===== src/rtl/crcdme_pkg.sv =====
// Package for the differential Manchester encoder with CRC-16 trailer.
// Holds the sequencer state type and the CRC and line-code functions.
// No dependencies.
`timescale 1ns / 1ps

package crcdme_pkg;

  localparam logic [15:0] CrcPoly = 16'h1021;

  // Symbol pairs per bit and phase
  localparam logic [1:0] PairOnePh0  = 2'b01;
  localparam logic [1:0] PairOnePh1  = 2'b10;
  localparam logic [1:0] PairZeroPh0 = 2'b00;
  localparam logic [1:0] PairZeroPh1 = 2'b11;

  typedef enum logic [1:0] {
    ST_DATA,
    ST_CRC_HI,
    ST_CRC_LO
  } seq_state_e;

  typedef struct packed {
    logic [15:0] word;
    logic        phase;
  } line_code_t;

  // One byte through the CRC, MSB first
  function automatic logic [15:0] crc_feed(input logic [15:0] crc, input logic [7:0] data);
    logic [15:0] c;
    logic        fb;
    c = crc;
    for (int n = 0; n < 8; n++) begin
      fb = c[15] ^ data[7-n];
      c  = {c[14:0], 1'b0};
      if (fb) begin
        c = c ^ CrcPoly;
      end
    end
    return c;
  endfunction

  // Differential Manchester code of one byte, first bit in the top pair;
  // each zero bit flips the phase after its pair.
  function automatic line_code_t line_code(input logic [7:0] data, input logic phase);
    line_code_t r;
    logic       ph;
    logic [1:0] pair;
    ph     = phase;
    r.word = '0;
    for (int n = 0; n < 8; n++) begin
      if (data[7-n]) begin
        pair = ph ? PairOnePh1 : PairOnePh0;
      end else begin
        pair = ph ? PairZeroPh1 : PairZeroPh0;
        ph   = ~ph;
      end
      r.word = {r.word[13:0], pair};
    end
    r.phase = ph;
    return r;
  endfunction

endpackage


===== src/rtl/crcdme_in_if.sv =====
// Input channel: one payload byte and its last-byte flag per transfer.
// Standalone, no package needed.
`timescale 1ns / 1ps

interface crcdme_in_if;
  logic       valid;
  logic       ready;
  logic [7:0] data_byte;
  logic       last_byte;

  modport source (output valid, output data_byte, output last_byte, input ready);
  modport sink   (input valid, input data_byte, input last_byte, output ready);
endinterface


===== src/rtl/crcdme_out_if.sv =====
// Output channel: one 16-bit line-coded word and the frame-end flag per transfer.
// Standalone, no package needed.
`timescale 1ns / 1ps

interface crcdme_out_if;
  logic        valid;
  logic        ready;
  logic [15:0] code_word;
  logic        frame_end;

  modport source (output valid, output code_word, output frame_end, input ready);
  modport sink   (input valid, input code_word, input frame_end, output ready);
endinterface


===== src/rtl/crc16_diff_manchester_encoder_top.sv =====
// Top level of the differential Manchester encoder with CRC-16/XMODEM trailer.
// Uses crcdme_pkg and the crcdme_in_if / crcdme_out_if channel interfaces.
//
// Usage:
//   in_i  takes payload bytes, MSB first, with last_byte set on the final
//         byte of a frame. A transfer happens when valid and ready are high.
//   out_o gives one 16-bit coded word per transfer. A normal byte gives one
//         word; a last byte gives its word, then the coded CRC high byte,
//         then the coded CRC low byte with frame_end set.
//   Output: each word is registered and is on out_o in the cycle after its byte is taken.
//   Throughput: one byte per cycle while out_o keeps up. A last byte holds
//         in_i ready low while the CRC words are issued from the single
//         output register.
//   After the CRC low word, CRC and coding phase start over at zero.
//   Reset: output empty, CRC and phase cleared, ready to take a byte.
//   Stall: the output register holds its word while out_o.ready is low;
//         in_i.ready drops in the same cycle, so nothing is lost.
`timescale 1ns / 1ps

module crc16_diff_manchester_encoder_top
  import crcdme_pkg::*;
(
  input  logic          clk_i,
  input  logic          rst_ni,
  crcdme_in_if.sink     in_i,
  crcdme_out_if.source  out_o
);

  seq_state_e  state_q, state_d;
  logic [15:0] crc_q, crc_d;
  logic        phase_q, phase_d;
  logic        out_valid_q, out_valid_d;
  logic [15:0] word_q, word_d;
  logic        end_q, end_d;

  logic        slot_free;
  logic        in_fire;
  logic        load;
  logic [15:0] crc_next;
  line_code_t  lc_in;
  line_code_t  lc_crc;
  logic [7:0]  crc_byte;

  assign slot_free  = !out_valid_q || out_o.ready;
  assign in_i.ready = (state_q == ST_DATA) && slot_free;
  assign in_fire    = in_i.valid && in_i.ready;

  assign crc_next = crc_feed(crc_q, in_i.data_byte);
  assign lc_in    = line_code(in_i.data_byte, phase_q);
  assign crc_byte = (state_q == ST_CRC_HI) ? crc_q[15:8] : crc_q[7:0];
  assign lc_crc   = line_code(crc_byte, phase_q);

  // Next state
  always_comb begin
    state_d = state_q;
    unique case (state_q)
      ST_DATA: begin
        if (in_fire && in_i.last_byte) state_d = ST_CRC_HI;
      end
      ST_CRC_HI: begin
        if (slot_free) state_d = ST_CRC_LO;
      end
      ST_CRC_LO: begin
        if (slot_free) state_d = ST_DATA;
      end
      default: state_d = ST_DATA;
    endcase
  end

  // Datapath and output loads
  always_comb begin
    crc_d   = crc_q;
    phase_d = phase_q;
    load    = 1'b0;
    word_d  = word_q;
    end_d   = end_q;
    unique case (state_q)
      ST_DATA: begin
        if (in_fire) begin
          crc_d   = crc_next;
          phase_d = lc_in.phase;
          load    = 1'b1;
          word_d  = lc_in.word;
          end_d   = 1'b0;
        end
      end
      ST_CRC_HI: begin
        if (slot_free) begin
          phase_d = lc_crc.phase;
          load    = 1'b1;
          word_d  = lc_crc.word;
          end_d   = 1'b0;
        end
      end
      ST_CRC_LO: begin
        if (slot_free) begin
          crc_d   = '0;
          phase_d = 1'b0;
          load    = 1'b1;
          word_d  = lc_crc.word;
          end_d   = 1'b1;
        end
      end
      default: begin
        crc_d   = crc_q;
        phase_d = phase_q;
      end
    endcase
  end

  assign out_valid_d = load ? 1'b1 : (out_o.ready ? 1'b0 : out_valid_q);

  always_ff @(posedge clk_i or negedge rst_ni) begin
    if (!rst_ni) begin
      state_q     <= ST_DATA;
      crc_q       <= '0;
      phase_q     <= 1'b0;
      out_valid_q <= 1'b0;
    end else begin
      state_q     <= state_d;
      crc_q       <= crc_d;
      phase_q     <= phase_d;
      out_valid_q <= out_valid_d;
    end
  end

  always_ff @(posedge clk_i) begin
    word_q <= word_d;
    end_q  <= end_d;
  end

  assign out_o.valid     = out_valid_q;
  assign out_o.code_word = word_q;
  assign out_o.frame_end = end_q;

endmodule


===== src/flat_wrapper.sv =====
// flat-port wrapper written by rule: the top's interface ports become plain ports
module crc16_diff_manchester_encoder_top_flat import crcdme_pkg::*;
  (clk_i, rst_ni, in_i_valid, in_i_data_byte, in_i_last_byte, in_i_ready, out_o_valid, out_o_code_word, out_o_frame_end, out_o_ready);
  crcdme_in_if in_i_i ();
  crcdme_out_if out_o_i ();
  input  logic clk_i;
  input  logic rst_ni;
  input wire logic [$bits(in_i_i.valid)-1:0] in_i_valid;
  input wire logic [$bits(in_i_i.data_byte)-1:0] in_i_data_byte;
  input wire logic [$bits(in_i_i.last_byte)-1:0] in_i_last_byte;
  output wire logic [$bits(in_i_i.ready)-1:0] in_i_ready;
  output wire logic [$bits(out_o_i.valid)-1:0] out_o_valid;
  output wire logic [$bits(out_o_i.code_word)-1:0] out_o_code_word;
  output wire logic [$bits(out_o_i.frame_end)-1:0] out_o_frame_end;
  input wire logic [$bits(out_o_i.ready)-1:0] out_o_ready;
  assign in_i_i.valid = in_i_valid;
  assign in_i_i.data_byte = in_i_data_byte;
  assign in_i_i.last_byte = in_i_last_byte;
  assign in_i_ready = in_i_i.ready;
  assign out_o_valid = out_o_i.valid;
  assign out_o_code_word = out_o_i.code_word;
  assign out_o_frame_end = out_o_i.frame_end;
  assign out_o_i.ready = out_o_ready;
  crc16_diff_manchester_encoder_top u_core (.clk_i(clk_i), .rst_ni(rst_ni), .in_i(in_i_i), .out_o(out_o_i));
endmodule

===== config.mk =====
export PLATFORM = sky130hd
export DESIGN_NAME = crc16_diff_manchester_encoder_top_flat
export DESIGN_NICKNAME = d
export VERILOG_FILES = /design/src/rtl/crcdme_pkg.sv /design/src/rtl/crcdme_in_if.sv /design/src/rtl/crcdme_out_if.sv /design/src/rtl/crc16_diff_manchester_encoder_top.sv /design/src/flat_wrapper.sv
export SDC_FILE = /design/constraint.sdc
export NUM_CORES = 1
export LEC_CHECK = 0
export BUFFER_PORTS_ARGS = -buffer_cell sky130_fd_sc_hd__buf_2
export CORE_MARGIN = 5
export CORE_UTILIZATION = 55
export DETAILED_ROUTE_END_ITERATION = 8
export PLACE_DENSITY = 0.77
export RECOVER_POWER = 50
export SETUP_SLACK_MARGIN = 0.15
export SLEW_MARGIN = 20
export SYNTH_ARGS = -nofsm -noshare
export SYNTH_HDL_FRONTEND = slang
export SYNTH_SLANG_ARGS = --single-unit

===== constraint.sdc =====
create_clock -name clk_i -period 4.96 [get_ports clk_i]
set_input_delay 0.992 -clock clk_i [delete_from_list [all_inputs] [get_ports clk_i]]
set_output_delay 0.992 -clock clk_i [all_outputs]
set_load 0.02 [all_outputs]

Yosys cells after proc, flatten, opt, wreduce, memory -nomap -nowiden
Cells that the tools add are included.
{"block": "word_totals", "ff_bits": 37, "input_bits": 13, "output_inout_bits": 19}
{"block": "classes", "n_eq_ne": 7, "n_mux": 93, "n_bitwise": 31, "reduce_logical": 15}
{"cell": "$mux 13", "count": 8}
{"cell": "$mux 2", "count": 49}
{"cell": "$mux 16", "count": 4}
{"cell": "$pmux 16 s2", "count": 2}
{"cell": "$mux 1", "count": 25}
{"cell": "$not 3->3", "count": 8}
{"cell": "$not 1->1", "count": 15}
{"cell": "$reduce_and 3->1", "count": 3}
{"cell": "$mux 8", "count": 1}
{"cell": "$ne 2x1->1 const B", "count": 4}
{"cell": "$xor 1x1->1", "count": 8}
{"cell": "$pmux 1 s3", "count": 2}
{"cell": "$pmux 2 s3", "count": 1}
{"cell": "$reduce_bool 2->1", "count": 3}
{"cell": "$reduce_and 4->1", "count": 1}
{"cell": "$logic_and 1x1->1", "count": 3}
{"cell": "$reduce_bool 3->1", "count": 1}
{"cell": "$eq 2x1->1 const B", "count": 1}
{"cell": "$eq 2x2->1 const B", "count": 1}
{"cell": "$logic_not 2->1", "count": 1}
{"cell": "$ne 2x2->1 const B", "count": 1}
{"cell": "$pmux 1 s2", "count": 1}
{"cell": "$reduce_or 2->1", "count": 1}
{"cell": "$logic_not 1->1", "count": 1}
{"cell": "$logic_or 1x1->1", "count": 1}

Depth between registers and ports, before layout
{"block": "depth", "depth_word": 19, "ltp_mapped": 8, "depth_no_buf": 7}

Least setup slack after synthesis
Ideal clock, no wire load.
{"block": "synth_timing", "path_type": "register to register", "start": "register u_core.state_q[0]", "end": "register u_core.word_q[0] (netlist: u_core.out_o.code_word[0]) (enable)", "arrival_time_ps": 2336, "required_time_ps": 4566, "path_slack_ps": 2230, "path_stages_with_launch": 7, "synth_period_minus_slack_ps": 2730, "path_cell_list": "dfrtp_1 -> inv_1 -> ha_1 -> buf_1 -> buf_1 -> nand2_1 -> a21oi_1"}
{"block": "synth_between", "elab_chain_cells": 5}
{"element": "from (decl)", "line_no": "crc16_diff_manchester_encoder_top.sv:29", "text": "seq_state_e state_q, state_d;"}
{"element": "from (signal assigned)", "line_no": "crc16_diff_manchester_encoder_top.sv:120", "text": "state_q <= state_d;"}
{"element": "$logic_not 2->1", "line_no": "crc16_diff_manchester_encoder_top.sv:45, crc16_diff_manchester_encoder_top.sv:77"}
{"element": "$logic_and 1x1->1", "line_no": "crc16_diff_manchester_encoder_top.sv:45", "text": "assign in_i.ready = (state_q == ST_DATA) && slot_free;"}
{"element": "$logic_and 1x1->1", "line_no": "crc16_diff_manchester_encoder_top.sv:46", "text": "assign in_fire = in_i.valid && in_i.ready;"}
{"element": "$ne 2x1->1 (no line)"}
{"element": "$reduce_and 3->1 (no line) *"}
{"element": "to (signal assigned)", "line_no": "crc16_diff_manchester_encoder_top.sv:128", "text": "word_q <= word_d;"}
{"element": "to (decl)", "line_no": "crc16_diff_manchester_encoder_top.sv:33", "text": "logic [15:0] word_q, word_d;"}
Mark *: on every way between the ends. The rest lies on a longest branch, timed or not.
A chain may end at the register's enable or synchronous reset.

Final worst setup path
{"block": "layout_timing", "start": "register u_core.state_q[1]", "end": "register u_core.word_q[6] (netlist: u_core.out_o.code_word[6]) (data pin)"}
{"block": "layout_between", "elab_chain_cells": 13}
{"element": "$eq 2x1->1", "line_no": "crc16_diff_manchester_encoder_top.sv:50, crc16_diff_manchester_encoder_top.sv:77"}
{"element": "$mux 8", "line_no": "crc16_diff_manchester_encoder_top.sv:50", "text": "assign crc_byte = (state_q == ST_CRC_HI) ? crc_q[15:8] : crc_q[7:0];"}
{"element": "$mux 1", "line_no": "crcdme_pkg.sv:51", "text": "if (data[7-n]) begin"}
{"element": "$not 1->1", "line_no": "crcdme_pkg.sv:55", "text": "ph = ~ph;"}
{"element": "$mux 1", "line_no": "crcdme_pkg.sv:51"}
{"element": "$not 1->1", "line_no": "crcdme_pkg.sv:55"}
{"element": "$mux 1", "line_no": "crcdme_pkg.sv:51"}
{"element": "$not 1->1", "line_no": "crcdme_pkg.sv:55"}
{"element": "$mux 1", "line_no": "crcdme_pkg.sv:51"}
{"element": "$mux 2, on equally long branches", "line_no": "crcdme_pkg.sv:54, crcdme_pkg.sv:52"}
{"element": "$mux 2", "line_no": "crcdme_pkg.sv:51"}
{"element": "$mux 16", "line_no": "crc16_diff_manchester_encoder_top.sv:88, crc16_diff_manchester_encoder_top.sv:96"}
{"element": "$pmux 16 s2 *", "line_no": "crc16_diff_manchester_encoder_top.sv:77", "text": "unique case (state_q)"}
{"element": "via u_core.word_d[6]", "line_no": "crc16_diff_manchester_encoder_top.sv:33"}
The timed path passes the listed nets; every way through them passes the cells marked *. The select of a mux whose other input is x is not followed.

==> flow_summary.json <==
{
  "synth.net_count": 190,
  "rows": 22,
  "cts.htree.levels": 2,
  "io_pins": 32,
  "final_antenna_net_count": 0,
  "remaining_drc_errors": 0,
  "fin_crit_sh_pct": 56.8,
  "wirelength_um": 3930,
  "final_hold_viol_count": 0,
  "synthArstFlopShare_pct": 54.1,
  "start_util_pct": 57.8,
  "worstSetupPathType": "reg -> reg",
  "dr.pass1.iters": 4,
  "drv_slew": 0,
  "gp_congestion": 0.868,
  "syn_area_um2": 2150,
  "post_cts_buffers": 0,
  "fillers": 311,
  "tns_ps": 0,
  "grt_usage_pct": 16.1,
  "grt_pass1_vias": 1336,
  "ys_seq_elements": 37,
  "final-setup-viol-count": 0,
  "cts-root-buf": "clkbuf_8",
  "globalRouteOverflowTotal": 0,
  "tritoncts": "done",
  "grt_max_degree": 23,
  "met3_usage_pct": 3.88,
  "core_um2": 3720,
  "reg2reg_slack_ps": 2140,
  "max-cap-violations": 0,
  "vias": 1376,
  "layout.cells.most_common": "xnor2_1",
  "max-slew-margin-rel_pct": 27.1,
  "layout_common_cells": "28 x xnor2_1, 20 x dfrtp_1, 19 x clkbuf_1",
  "required_ps": 5000,
  "hold_buffers": 0,
  "clkSlewWorstSetupHoldPaths_ps": 70,
  "synth_top_flop_cell": "dfrtp_1",
  "via_per_inst": 5.38,
  "clock_sinks": 37,
  "grt_pass1_wl_um": 6470,
  "area_growth_pct": 12.6,
  "avgSynthCellArea_um2": 12.4,
  "use_met1_pct": 21.6,
  "fin_skew_ps": 6.71,
  "period_minus_slack_ps": 2820,
  "max_freq_mhz": 355,
  "met2_usage_pct": 24.2,
  "place_hpwl_um": 2980,
  "cp-start-kind": "flip-flop",
  "synth-edff-count": 17,
  "antenna_cells": 0,
  "antenna_found_initial": 0,
  "hold_class": "reg -> reg",
  "tightest_slew_ps": 1090,
  "grt-busiest-layer": "met2",
  "grt_setup_unrepaired": "false",
  "port_buffers": 31,
  "yosysWarnings": 0,
  "cp_max_fo": 12,
  "ys_types": 31,
  "synth_cells": 173,
  "die_area_um2": 5260,
  "insertion_delay_ps": 290,
  "final_nets": 224,
  "crit_arrival_ps": 2860,
  "die_w_um": 72.5,
  "die_y_um": 72.5,
  "ys_seq_area_share_pct": 47.0,
  "clock_path_buffers": 2,
  "drive_above_1_share_pct": 14.4,
  "status": "finished clean",
  "cts_buffers": 5,
  "cts.repair.resized": 0,
  "worst_setup_path_end_kind": "flip-flop",
  "drt_iter0_markers": 61,
  "wl_per_cell_um": 15.4
}
-- path summary, 6_finish.rpt --
| kind | from | end | cells after the start |
|---|---|---|---|
| min | u_core.crc_q[12]$_DFFE_PN0P_ | u_core.crc_q[12]$_DFFE_PN0P_ | 1 |
| max reg2reg | u_core.state_q[1]$_DFFE_PN0P_ | u_core.out_o.code_word[6]$_DFFE_PP_ | 6 |
| max in group asynchronous | rst_ni | u_core.out_o.valid$_DFFE_PN0P_ | 1 |
| min in group asynchronous | rst_ni | u_core.crc_q[15]$_DFFE_PN0P_ | 1 |
| min reg2reg | u_core.crc_q[12]$_DFFE_PN0P_ | u_core.crc_q[12]$_DFFE_PN0P_ | 1 |
| max | u_core.state_q[1]$_DFFE_PN0P_ | u_core.out_o.code_word[6]$_DFFE_PP_ | 6 |
-- worst max-delay path, stage by stage (launching register included) --
cell and delay (ps):
dfrtp_1 410, inv_1 90, ha_1 530, mux2i_1 470, xnor3_2 600, xnor2_1 180, mux2_2 280
-- per-stage QoR --
stage | util (%) | hold WS [ps] | worst slack, ps | area [µm²] | std cells
3_3_place_gp | 63.3 | 535 | 2150 | 2350 | 248
4_1_cts | 65.8 | 558 | 2140 | 2440 | 256
5_1_grt | 65.1 | 588 | 1990 | 2420 | 256
2_1_floorplan | - | 426 | 2230 | 2150 | 173
3_5_place_dp | 63.3 | 537 | 2100 | 2350 | 248
6_report | 65.1 | 559 | 2140 | 2420 | 256
-- layout make-up --
class / instances / area [µm²] / area share (%)
inverter: 6 / 22.5 / 0.931
clock buffer: 6 / 82.6 / 3.41
clock inverter: 2 / 8.76 / 0.362
timing repair buffer: 33 / 146 / 6.05
sequential: 37 / 1010 / 41.8
tap: 48 / 60.1 / 2.48
multi-input combinational: 124 / 1090 / 45.0
-- state kept, by name, indices dropped and copies added, names as in the netlist --
register / count
u_core.crc_q: 16
u_core.out_o.code_word: 16
u_core.out_o.frame_end: 1
u_core.out_o.valid: 1
u_core.phase_q: 1
u_core.state_q: 2
-- cells by family (layout without fill, tap and decap cells) --
group	Yosys count	count (layout)	synth area share, %
AOI/OAI and AO/OA	35	35	11.6
xor gates and xnor gates	53	53	26.3
adders and majority gates	4	4	2.33
buffers and inverters	12	47	2.33
DFF	37	37	47.0
muxes	14	14	6.93
and+or+nand+nor	18	18	3.49
-- cells in the mapped netlist (all sizes together), types with 5 or more instances --
library cell | instances | area share [%]
xnor2 | 29 | 12
nand2 | 7 | 1.2
xnor3 | 5 | 5.4
mux2i | 10 | 4.8
edfxtp | 17 | 24
o21ai | 5 | 1.2
a21oi | 9 | 2.1
inv | 6 | 1.0
dfrtp | 20 | 23
nor2 | 7 | 1.2
xor2 | 18 | 7.7
a22o | 16 | 6.5
-- layer usage --
layer  part of all wire, %  wire (µm)
met4                   2.8        109
met1                    45       1780
met5                     0          0
met3                   6.1        241
met2                    46       1800
Power is not shown: default switching activity piles up to over one toggle a cycle in this logic, so the estimate is an artifact.
